==> src/rtl/ismt_pkg.sv <==
`default_nettype none
package ismt_pkg;

	localparam int CODE_W = 21;
	localparam int COUNT_OUT_W = 5;
	localparam int DEFAULT_CAPACITY = 16;
	localparam int S_TDATA_W = 48;
	localparam int M_TDATA_W = 8;

	localparam logic FUNC_ADD = 1'b0;
	localparam logic FUNC_QUERY = 1'b1;

	typedef enum logic [2:0] {
		ST_IDLE,
		ST_READ,
		ST_STEP,
		ST_FINISH,
		ST_EMIT
	} state_t;

	// controller to datapath
	typedef struct packed {
		logic load;
		logic rd_issue;
		logic step;
		logic finish;
		logic emit;
	} cmd_t;

	// datapath to controller
	typedef struct packed {
		logic scan_end;
		logic out_busy;
	} sts_t;

endpackage
`default_nettype wire

==> src/rtl/ismt_ctrl.sv <==
`default_nettype none
module ismt_ctrl (
	input  wire logic          clk,
	input  wire logic          arst_n,
	input  wire logic          s_tvalid,
	output logic               s_tready,
	input  wire ismt_pkg::sts_t sts,
	output ismt_pkg::cmd_t     cmd
);
	import ismt_pkg::*;

	state_t state_q;
	state_t state_d;

	always_ff @(posedge clk or negedge arst_n) begin
		if (!arst_n) begin
			state_q <= ST_IDLE;
		end else begin
			state_q <= state_d;
		end
	end

	always_comb begin
		state_d = state_q;
		cmd = '0;
		s_tready = 1'b0;
		case (state_q)
			ST_IDLE: begin
				s_tready = 1'b1;
				if (s_tvalid) begin
					cmd.load = 1'b1;
					state_d = ST_READ;
				end
			end
			ST_READ: begin
				if (sts.scan_end) begin
					state_d = ST_FINISH;
				end else begin
					cmd.rd_issue = 1'b1;
					state_d = ST_STEP;
				end
			end
			ST_STEP: begin
				cmd.step = 1'b1;
				state_d = ST_READ;
			end
			ST_FINISH: begin
				cmd.finish = 1'b1;
				state_d = ST_EMIT;
			end
			ST_EMIT: begin
				// wait for the output register to drain
				if (!sts.out_busy) begin
					cmd.emit = 1'b1;
					state_d = ST_IDLE;
				end
			end
			default: begin
				state_d = ST_IDLE;
			end
		endcase
	end

endmodule
`default_nettype wire

==> src/rtl/ismt_dp.sv <==
`default_nettype none
module ismt_dp #(
	parameter int CAPACITY = ismt_pkg::DEFAULT_CAPACITY
) (
	input  wire logic                               clk,
	input  wire logic                               arst_n,
	input  wire ismt_pkg::cmd_t                     cmd,
	output ismt_pkg::sts_t                          sts,
	input  wire logic                               s_func,
	input  wire logic [ismt_pkg::CODE_W-1:0]        s_code_low,
	input  wire logic [ismt_pkg::CODE_W-1:0]        s_code_high,
	input  wire logic                               cfg_we,
	input  wire logic                               cfg_wdata,
	input  wire logic                               m_tready,
	output logic                                    m_tvalid,
	output logic [ismt_pkg::M_TDATA_W-1:0]          m_tdata
);
	import ismt_pkg::*;

	localparam int AW = (CAPACITY > 1) ? $clog2(CAPACITY) : 1;
	localparam int CW = $clog2(CAPACITY + 1);
	localparam int WW = $clog2(CAPACITY + 2);
	localparam int MEM_D = 2 ** (AW + 1);
	localparam int EW = 2 * CODE_W;

	// two banks: scan reads the live bank, an add rebuilds into the other one
	logic [EW-1:0] mem [MEM_D];
	logic [EW-1:0] rd_q;

	logic                func_q;
	logic [CODE_W-1:0]   lo_q;
	logic [CODE_W-1:0]   hi_q;
	logic                ins_q;
	logic                absorbed_q;
	logic                hit_q;
	logic [CW-1:0]       k_q;
	logic [WW-1:0]       wi_q;
	logic [CW-1:0]       n_q;
	logic                bank_q;
	logic                invert_q;
	logic                res_matched_q;
	logic                res_overflow_q;
	logic [COUNT_OUT_W-1:0] res_count_q;
	logic                out_valid_q;
	logic [M_TDATA_W-1:0] out_data_q;

	logic [CODE_W-1:0] ent_s;
	logic [CODE_W-1:0] ent_e;
	logic              before_c;
	logic              absorb_c;
	logic              we_c;
	logic [AW:0]       waddr_c;
	logic [EW-1:0]     wdata_c;
	logic              over_c;
	logic [CW-1:0]     n_next_c;
	logic [31:0]       n_ext_c;
	logic              wi_room_c;

	assign ent_s = rd_q[EW-1:CODE_W];
	assign ent_e = rd_q[CODE_W-1:0];
	// entry ends more than one below the pending low bound
	assign before_c = !ins_q && (({1'b0, ent_e} + 22'd1) < {1'b0, lo_q});
	// entry overlaps or touches the pending interval
	assign absorb_c = !ins_q && !before_c && ({1'b0, ent_s} <= ({1'b0, hi_q} + 22'd1));
	assign wi_room_c = wi_q < WW'(CAPACITY);
	assign over_c = !absorbed_q && (n_q == CW'(CAPACITY));
	assign n_next_c = CW'(wi_q + WW'(1));

	always_comb begin
		we_c = 1'b0;
		waddr_c = {~bank_q, wi_q[AW-1:0]};
		wdata_c = {lo_q, hi_q};
		if (cmd.step && func_q == FUNC_ADD && !absorb_c && wi_room_c) begin
			we_c = 1'b1;
			wdata_c = before_c ? rd_q : {lo_q, hi_q};
		end else if (cmd.finish && func_q == FUNC_ADD && !over_c) begin
			we_c = 1'b1;
		end
	end

	always_ff @(posedge clk) begin
		if (we_c) begin
			mem[waddr_c] <= wdata_c;
		end
		if (cmd.rd_issue) begin
			rd_q <= mem[{bank_q, k_q[AW-1:0]}];
		end
	end

	always_ff @(posedge clk) begin
		if (cmd.load) begin
			func_q <= s_func;
			// only an add orders its bounds, a query keeps its code point
			if (s_func == FUNC_ADD && s_code_low > s_code_high) begin
				lo_q <= s_code_high;
				hi_q <= s_code_low;
			end else begin
				lo_q <= s_code_low;
				hi_q <= s_code_high;
			end
		end else if (cmd.step && func_q == FUNC_ADD) begin
			if (absorb_c) begin
				if (ent_s < lo_q) begin
					lo_q <= ent_s;
				end
				if (ent_e > hi_q) begin
					hi_q <= ent_e;
				end
			end else if (!before_c) begin
				// pending goes out, this entry becomes the pending one
				lo_q <= ent_s;
				hi_q <= ent_e;
			end
		end
	end

	always_ff @(posedge clk or negedge arst_n) begin
		if (!arst_n) begin
			ins_q <= 1'b0;
			absorbed_q <= 1'b0;
			hit_q <= 1'b0;
			k_q <= '0;
			wi_q <= '0;
			n_q <= '0;
			bank_q <= 1'b0;
			invert_q <= 1'b0;
			res_matched_q <= 1'b0;
			res_overflow_q <= 1'b0;
			res_count_q <= '0;
			out_valid_q <= 1'b0;
			out_data_q <= '0;
		end else begin
			if (cfg_we) begin
				invert_q <= cfg_wdata;
			end
			if (cmd.load) begin
				ins_q <= 1'b0;
				absorbed_q <= 1'b0;
				hit_q <= 1'b0;
				k_q <= '0;
				wi_q <= '0;
			end
			if (cmd.step) begin
				k_q <= k_q + CW'(1);
				if (func_q == FUNC_QUERY) begin
					if (ent_s <= lo_q && lo_q <= ent_e) begin
						hit_q <= 1'b1;
					end
				end else if (absorb_c) begin
					absorbed_q <= 1'b1;
				end else begin
					wi_q <= wi_q + WW'(1);
					if (!before_c) begin
						ins_q <= 1'b1;
					end
				end
			end
			if (cmd.finish) begin
				if (func_q == FUNC_QUERY) begin
					res_matched_q <= hit_q ^ invert_q;
					res_overflow_q <= 1'b0;
					res_count_q <= n_ext_c[COUNT_OUT_W-1:0];
				end else begin
					res_matched_q <= 1'b0;
					res_overflow_q <= over_c;
					if (over_c) begin
						res_count_q <= n_ext_c[COUNT_OUT_W-1:0];
					end else begin
						n_q <= n_next_c;
						bank_q <= ~bank_q;
						res_count_q <= COUNT_OUT_W'(32'(n_next_c));
					end
				end
			end
			if (cmd.emit) begin
				out_valid_q <= 1'b1;
				out_data_q <= M_TDATA_W'({res_count_q, res_overflow_q, res_matched_q});
			end else if (m_tready) begin
				out_valid_q <= 1'b0;
			end
		end
	end

	assign n_ext_c = 32'(n_q);
	assign sts.scan_end = (k_q == n_q);
	assign sts.out_busy = out_valid_q && !m_tready;
	assign m_tvalid = out_valid_q;
	assign m_tdata = out_data_q;

`ifndef SYNTHESIS
	a_count_bound: assert property (@(posedge clk) disable iff (!arst_n)
		n_q <= CW'(CAPACITY))
		else $error("interval count above capacity");

	a_scan_in_range: assert property (@(posedge clk) disable iff (!arst_n)
		cmd.step |-> k_q < n_q)
		else $error("scan step past the held entries");

	a_query_keeps_table: assert property (@(posedge clk) disable iff (!arst_n)
		cmd.finish && func_q == FUNC_QUERY |=> $stable(n_q) && $stable(bank_q))
		else $error("query changed the table");

	a_overflow_keeps_table: assert property (@(posedge clk) disable iff (!arst_n)
		cmd.finish && func_q == FUNC_ADD && over_c
		|=> $stable(bank_q) && n_q == CW'(CAPACITY) && res_overflow_q)
		else $error("dropped add changed the table");

	a_merge_no_growth: assert property (@(posedge clk) disable iff (!arst_n)
		cmd.finish && func_q == FUNC_ADD && absorbed_q |=> n_q <= $past(n_q))
		else $error("merging add grew the table");
`endif

endmodule
`default_nettype wire

==> src/rtl/interval_set_match_table_unit.sv <==
`default_nettype none
// channel   dir  signals                    contents (lsb first)
// s_*       in   tvalid tready tdata tuser  tdata: code_low, code_high; tuser: func
// m_*       out  tvalid tready tdata        tdata: matched, overflow, interval_count
// cfg_*     in   we wdata                   wdata: invert
//
// each request is scanned against every held entry in turn: an entry is read from memory,
// then compared or merged; a new request is taken only in the idle state, once the
// previous result has been handed to the output register
// an add rebuilds the table in the second bank, then swaps banks unless it overflows
// reset is asynchronous and empties the table; memory contents are not cleared
// the next request is taken while a result still waits in the output register;
// its own result then waits until that one is taken
module interval_set_match_table_unit #(
	parameter int CAPACITY = ismt_pkg::DEFAULT_CAPACITY
) (
	input  wire logic                          clk,
	input  wire logic                          arst_n,
	input  wire logic                          s_tvalid,
	output logic                               s_tready,
	input  wire logic [ismt_pkg::S_TDATA_W-1:0] s_tdata, // code_low, code_high
	input  wire logic                          s_tuser, // func
	output logic                               m_tvalid,
	input  wire logic                          m_tready,
	output logic [ismt_pkg::M_TDATA_W-1:0]     m_tdata, // matched, overflow, interval_count
	input  wire logic                          cfg_we,
	input  wire logic                          cfg_wdata
);
	import ismt_pkg::*;

	cmd_t cmd;
	sts_t sts;

	ismt_ctrl u_ctrl (
		.clk      (clk),
		.arst_n   (arst_n),
		.s_tvalid (s_tvalid),
		.s_tready (s_tready),
		.sts      (sts),
		.cmd      (cmd)
	);

	ismt_dp #(
		.CAPACITY (CAPACITY)
	) u_dp (
		.clk         (clk),
		.arst_n      (arst_n),
		.cmd         (cmd),
		.sts         (sts),
		.s_func      (s_tuser),
		.s_code_low  (s_tdata[CODE_W-1:0]),
		.s_code_high (s_tdata[2*CODE_W-1:CODE_W]),
		.cfg_we      (cfg_we),
		.cfg_wdata   (cfg_wdata),
		.m_tready    (m_tready),
		.m_tvalid    (m_tvalid),
		.m_tdata     (m_tdata)
	);

endmodule
`default_nettype wire
==> config.mk <==
export PLATFORM = sky130hd
export DESIGN_NAME = interval_set_match_table_unit
export DESIGN_NICKNAME = d
export VERILOG_FILES = /design/src/rtl/ismt_pkg.sv /design/src/rtl/ismt_ctrl.sv /design/src/rtl/ismt_dp.sv /design/src/rtl/interval_set_match_table_unit.sv
export SDC_FILE = /design/constraint.sdc
export NUM_CORES = 2
export LEC_CHECK = 0
export BUFFER_PORTS_ARGS = -buffer_cell sky130_fd_sc_hd__buf_2
export CORE_MARGIN = 10
export CORE_UTILIZATION = 30
export CTS_CLUSTER_SIZE = 28
export DETAILED_ROUTE_END_ITERATION = 16
export GPL_TIMING_DRIVEN = 0
export PLACE_DENSITY = 0.43
export REMOVE_ABC_BUFFERS = 1
export SLEW_MARGIN = 20
export SYNTH_ARGS = -nofsm -noshare
export SYNTH_HDL_FRONTEND = slang
export SYNTH_SLANG_ARGS = --single-unit
==> constraint.sdc <==
create_clock -name clk -period 6.4 [get_ports clk]
set_clock_uncertainty 0.2 [all_clocks]
set_input_delay 1.28 -clock clk [delete_from_list [all_inputs] [get_ports clk]]
set_output_delay 1.28 -clock clk [all_outputs]
set_load 0.05 [all_outputs]
Word level (Yosys, flattened, before mapping)

Memory sizes are Yosys's and may differ from the RTL's. A register that Yosys moved wholly into a read port is not among the register bits.
Cells that the tools add are included.

Mux-type cells: 54
$lt $le $gt $ge: 8
Reductions and logical operators: 26
Bitwise logic cells: 5
Equality and inequality tests: 11
Add/subtract/negate cells: 4

Operators by type and width:

| operator                                                         | number |
|---|---|
| 21-bit 2-to-1 mux                                                | 12 |
| 42-bit 2-to-1 mux                                                | 2 |
| 21-bit by 1-bit adder with 22-bit output (second input constant) | 2 |
| 21-bit greater-than comparator                                   | 2 |
| 21-bit <= comparator                                             | 2 |
| 1-bit 2-to-1 mux                                                 | 31 |
| 5-bit 2-to-1 mux                                                 | 6 |
| 21-bit by 22-bit <= comparator with 1-bit output                 | 1 |
| 22-bit by 21-bit < comparator with 1-bit output                  | 1 |
| 21-bit < comparator                                              | 1 |
| 3-bit one-hot mux with 5 select lines                            | 1 |
| 1-bit logical AND                                                | 12 |
| 5-bit by 1-bit adder with 5-bit output (second input constant)   | 2 |
| 3-bit != test (second input constant)                            | 3 |
| 3-bit AND reduction                                              | 3 |
| 3-bit by 2-bit == test with 1-bit output (second input constant) | 2 |
| 1-bit zero test                                                  | 6 |
| 3-bit 2-to-1 mux                                                 | 2 |
| 2-bit nonzero test                                               | 3 |
| 5-bit == test                                                    | 1 |
| 5-bit == test (second input constant)                            | 1 |
| 5-bit < comparator (second input constant)                       | 1 |
| 2-bit != test (second input constant)                            | 2 |
| 1-bit inverter                                                   | 4 |
| 5 further kinds                                                  | 5 |

Memories kept: 1
Bits of input ports: 55
Output and inout bits: 10
Register bits: 76
Logic and storage cells: 125
RAM bits: 1344

Memory list:

| memory   | depth | width | read ports | clocked after memory_dff | write ports | line          | source |
|---|---|---|---|---|---|---|---|
| u_dp.mem | 32    | 42    | 1          | 1                        | 1           | ismt_dp.sv:27 | `logic [EW-1:0] mem [MEM_D];` |

Depth between registers and ports, before layout

Depth in word-level cells: 12
Depth in mapped cells: 16

Cells and area by module

A second synthesis with hierarchy kept.

Cell total of the unflattened synthesis: 2966
Area total of the unflattened synthesis: 60271.6 µm²

By module, submodules not included:

| module    | cells each | times used | area an instance (µm²) |
|---|---|---|---|
| ismt_dp   | 2950       | 1          | 60100.1 |
| ismt_ctrl | 16         | 1          | 171.4 |

Worst setup path after synthesis

Ideal clock, no wire load.

Path kind: register to register
From: register u_dp.hi_q[0]
To: memory u_dp.mem[11][0] (netlist name), enable pin
Stages on the path, launching flop included: 17
Slack: 0.717 ns
Arrival: 5.041 ns
Clock period less this slack: 5.683 ns
Buffers on the path: 1
Setup time: 0.441 ns
Cell sequence: edfxtp_1 > ha_1 > nand2_1 > or3_1 > nor2_1 > nand2_1 > nor4_1 > xnor2_1 > ha_1 > nand3_1 > or2_2 > a31oi_1 > o311ai_1 > o211ai_2 > a21oi_2 > buf_2 > nor2_1

Longest elaborated chain between the ends: 9

RTL lines:

| what                                             | line           | source |
|---|---|---|
| start: declaration                               | ismt_dp.sv:32  | `logic [CODE_W-1:0] hi_q;` |
| start signal: assignment                         | ismt_dp.sv:96  | `hi_q <= s_code_low;` |
| start signal: assignment                         | ismt_dp.sv:99  | `hi_q <= s_code_high;` |
| start signal: assignment                         | ismt_dp.sv:107 | `hi_q <= ent_e;` |
| 21-bit by 1-bit adder with 22-bit output         | ismt_dp.sv:64  | `assign absorb_c = !ins_q && !before_c && ({1'b0, ent_s} <= ({1'b0, hi_q} + 22'd1));` |
| 21-bit by 22-bit <= comparator with 1-bit output | ismt_dp.sv:64  |  |
| 1-bit logical AND                                | ismt_dp.sv:64  |  |
| 1-bit zero test                                  | ismt_dp.sv:73  | `if (cmd.step && func_q == FUNC_ADD && !absorb_c && wi_room_c) begin` |
| 1-bit logical AND (2 in series)                  | ismt_dp.sv:73  |  |
| 1-bit 2-to-1 mux                                 | ismt_dp.sv:73  |  |
| 1-bit 2-to-1 mux                                 | ismt_dp.sv:82  | `if (we_c) begin` |
| 1-bit 2-to-1 mux (not written as such)           | ismt_dp.sv:83  | `mem[waddr_c] <= wdata_c;` |
| end: declaration                                 | ismt_dp.sv:27  |  |

Every way passes these cells.

Final worst setup path

From: register u_dp.rd_q[2], read port of u_dp.mem
To: memory u_dp.mem[27][26] (netlist name), data pin

Longest elaborated chain between the ends: 10

RTL lines:

| what                                                | line          | source |
|---|---|---|
| start: declaration                                  | ismt_dp.sv:28 | `logic [EW-1:0] rd_q;` |
| 21-bit by 1-bit adder with 22-bit output (*)        | ismt_dp.sv:62 | `assign before_c = !ins_q && (({1'b0, ent_e} + 22'd1) < {1'b0, lo_q});` |
| 22-bit by 21-bit < comparator with 1-bit output (*) | ismt_dp.sv:62 |  |
| 1-bit logical AND (*)                               | ismt_dp.sv:62 |  |
| 1-bit zero test                                     | ismt_dp.sv:64 |  |
| 1-bit logical AND (2 in series)                     | ismt_dp.sv:64 |  |
| 1-bit zero test                                     | ismt_dp.sv:73 |  |
| 1-bit logical AND (2 in series)                     | ismt_dp.sv:73 |  |
| 42-bit 2-to-1 mux (*)                               | ismt_dp.sv:73 |  |
| net u_dp.wdata_c[26]                                | ismt_dp.sv:53 | `logic [EW-1:0] wdata_c;` |

The timed path passes the listed nets; every way through them passes the cells marked *.

==> results_dict.tcl <==
set metrics [dict create \
    status "finished, final reports clean" \
    maxCapViolCount 0 \
    synth-async-reset-ratio 0.02257 \
    relSlewSlack 0.3301 \
    overflow 0 \
    rsz0062_at_grt "no" \
    netlist_top_cells_area "edfxtp_1, mux4_2, ha_1, dfrtp_1, mux2_2" \
    power.density_mw_per_mm2 433.8 \
    synth_common_cells "edfxtp_1, mux4_2, ha_1" \
    cp_slowest_cell "nor4_4" \
    synth_area_leader_cell "edfxtp_1" \
    critPathArrivalTime_ns 6.28 \
    ys_types 63 \
    area_growth_pct 20.07 \
    hold_depth 2 \
    hp-class "flip-flop to flip-flop" \
    gp_congestion 0.8357 \
    critical_path_class "flip-flop to flip-flop" \
    grt_max_degree 68 \
    min_period_ns 6.055 \
    drtIter0Drc 2871 \
    dr.pass1.iters 6 \
    drv_slew 0 \
    nets 3381 \
    synth_area_sq_mm 0.06036 \
    dp_cells 5678 \
    final_cells 5970 \
    dp_hpwl_microns 119200 \
    start_util 0.3020 \
    yosysSeqAreaShare 0.7246 \
    rows 164 \
    die_h_microns 468.6 \
    drt_wl_total_microns 173500 \
    ir_drop_uv 265.6 \
    io_pins 65 \
    synth_area_per_cell_sq_um 20.43 \
    clockBufferDepth 3 \
    dieWidth_microns 468.6 \
    yosysWarnings 0 \
    synth_edf_count 1429 \
    power_uw 31440 \
    tritoncts "done" \
    critPathRequiredTime_ns 6.63 \
    cts_inserted_buffers 156 \
    worst-path-max-fanout 32 \
    timing.final.ws_setup_ns 0.3452 \
    r2r-end "u_dp.mem[27][26]$_DFFE_PP_" \
    p_leak_uw 0.02276 \
    core_area_sq_mm 0.1999 \
    drc 0 \
    ctsHtreeMaxLevel 4 \
    synthCells 2954 \
    worst_path_largest_cell_delay_ns 0.63 \
    clk_pin_slew_worst_paths_ns 0.06 \
    crit_top_cell "buf_6" \
    grt_pass1_vias 31745 \
    antenna_found_initial 23 \
    critPathCaptureType "flip-flop" \
    path_buf_inv 5 \
    track_usage 0.1569 \
    r2r_setup_slack_ns 0.35 \
    clkSinkCount 1462 \
    setup_viol 0 \
    hold_viol 0 \
    cts_root_buf "clkbuf_16" \
    period_share 0.9461 \
    grt_pass1_wl_microns 245000 \
    synth_top_cell_area_share 0.7109 \
    synth_flop_cell "edfxtp_1" \
    vias 30837 \
    path_cells "nand4_1 > nor4_1 > and2_1 > nand2_1 > xnor2_1 > ha_1 > nand4_1 > nor4_1 > o21ai_0 > o31ai_1 > or2_1 > nor4_4 > buf_6 > buf_6 > buf_4 > buf_6 > buf_6 > mux2_2" \
    min_from "u_dp.res_matched_q$_DFFE_PN0P_" \
    start_kind "flip-flop" \
    synthMostInstantiatedCell "edfxtp_1" \
    clk_latency_ns 0.78 \
    ant_nets 0 \
    drive_gt1_frac 0.3007 \
    place_ws_ns -0.1639 \
    routedWlPerCell_microns 29.07 \
    die_area_sq_mm 0.2195 \
    fmax_mhz 165.2 \
    ys_ff_latch 1462 \
    path_delay_family "simple AND/OR/NAND/NOR gates" \
    worst_pin_slew_ns 1.005 \
    worstReg2RegStart "u_dp.rd_q[2]$_DFFE_PP_" \
    io_buffers 57 \
    viasPerCell 5.165 \
    r2r.worst_path.cells 18 \
    min_to "u_dp.res_matched_q$_DFFE_PN0P_" \
]
-- metrics by stage --
stage	hold WS (ns)	cell area, sq um	TNS, ns	utilization
after global routing	0.3267	72460	0	0.3626
after global placement	0.2720	63370	-	0.3171
final	0.2798	72470	0	0.3626
after detailed placement	0.2702	67480	-22.53	0.3377
after floorplan	0.2460	59760	-808.44	-
after CTS	0.2831	72320	0	0.3619
-- final cells by class --
class	count	area, sq um
Fill cell	18364	127400
Sequential cell	1462	43760
Multi-Input combinational cell	1255	16320
Clock buffer	197	4141
Timing Repair Buffer	222	3884
Tap cell	2656	3323
Clock inverter	78	680.7
Inverter	95	356.6
Antenna cell	5	12.51
-- worst min-delay path, stage by stage (launching register included) --
cell and delay, ns:
dfrtp_1 0.34, nand2_1 0.04, o21ai_0 0.06
-- flip-flops by register name, summed over array words and instances (netlist names), 3 cells and up --
signal          flops
u_dp.hi_q          21
u_ctrl.state_q      3
u_dp.mem         1344
u_dp.m_tdata        7
u_dp.rd_q          42
u_dp.wi_q           5
u_dp.lo_q          21
u_dp.k_q            5
u_dp.n_q            5
-- how the worst max path moves through the flow --
stage	to	slack, ns	start	depth (start not counted)
after CTS	u_dp.mem[21][28]$_DFFE_PP_	0.06	u_dp.rd_q[2]$_DFFE_PP_	18
after detailed placement	u_dp.mem[22][8]$_DFFE_PP_	-0.16	u_dp.hi_q[0]$_DFFE_PP_	18
after global routing	u_dp.mem[7][28]$_DFFE_PP_	0.003	u_dp.hi_q[0]$_DFFE_PP_	18
after floorplan	u_dp.rd_q[0]$_DFFE_PP_	-9.96	u_dp.k_q[0]$_DFFE_PN0P_	2
final	u_dp.mem[27][26]$_DFFE_PP_	0.35	u_dp.rd_q[2]$_DFFE_PP_	18
after global placement	u_dp.rd_q[24]$_DFFE_PP_	-19.94	u_dp.k_q[0]$_DFFE_PN0P_	2
-- routing by layer --
metal  track usage  routed length [microns]  vias up
met1        0.2247                    79130    16720
met5             0                       42        -
met2        0.2482                    81080     1001
li1              -                        -    12841
met4       0.03481                     3523        6
met3       0.02974                     9751      269
-- timing repair --
item,in CTS,in global routing
hold endpoints to repair,0,0
setup buffers,0,11
hold buffers,0,0
gates resized for setup,2,7
endpoints found under the setup margin,309,896
gates cloned,0,1
pin swaps,7,6
-- power breakdown --
group,switching [uW],internal (uW),leakage [uW],total [uW]
Clock,3740,4910,0.00237,8650
Sequential,660,12500,0.0133,13200
Combinational,5390,4210,0.00710,9590
-- layout by cell type, fill, tap and decap left out, types with 8 or more instances in the layout --
cell       instances
a21o_1            18
a21oi_1           62
a22oi_1           22
a31oi_1           46
and3_1             8
buf_12            80
buf_16            66
buf_2             57
buf_4              9
buf_6             10
bufinv_16          8
clkbuf_1          36
clkbuf_16        159
clkinv_1          28
clkinv_2          27
dfrtp_1           28
edfxtp_1        1429
ha_1             134
inv_1             94
mux2_1            11
mux2_2            61
mux2i_4           22
mux4_2           420
nand2_1           77
nand3_1           28
nand4_1           36
nor2_1            45
nor2_4            32
nor3_1            15
o21ai_0           73
xnor2_1           40
xor2_1             8
-- cells by family after synthesis --
group / Yosys count / share of synthesized area
AOI/OAI and AO/OA: 263 / 0.02666
xor gates and xnor gates: 48 / 0.006965
adders and majority gates: 134 / 0.02778
buffers and inverters: 238 / 0.01586
DFF: 1462 / 0.7246
muxes: 517 / 0.1743
other: 1 / 0.00006213
and+or+nand+nor: 291 / 0.02378
Note: power is estimated with default switching activity, not from simulation.
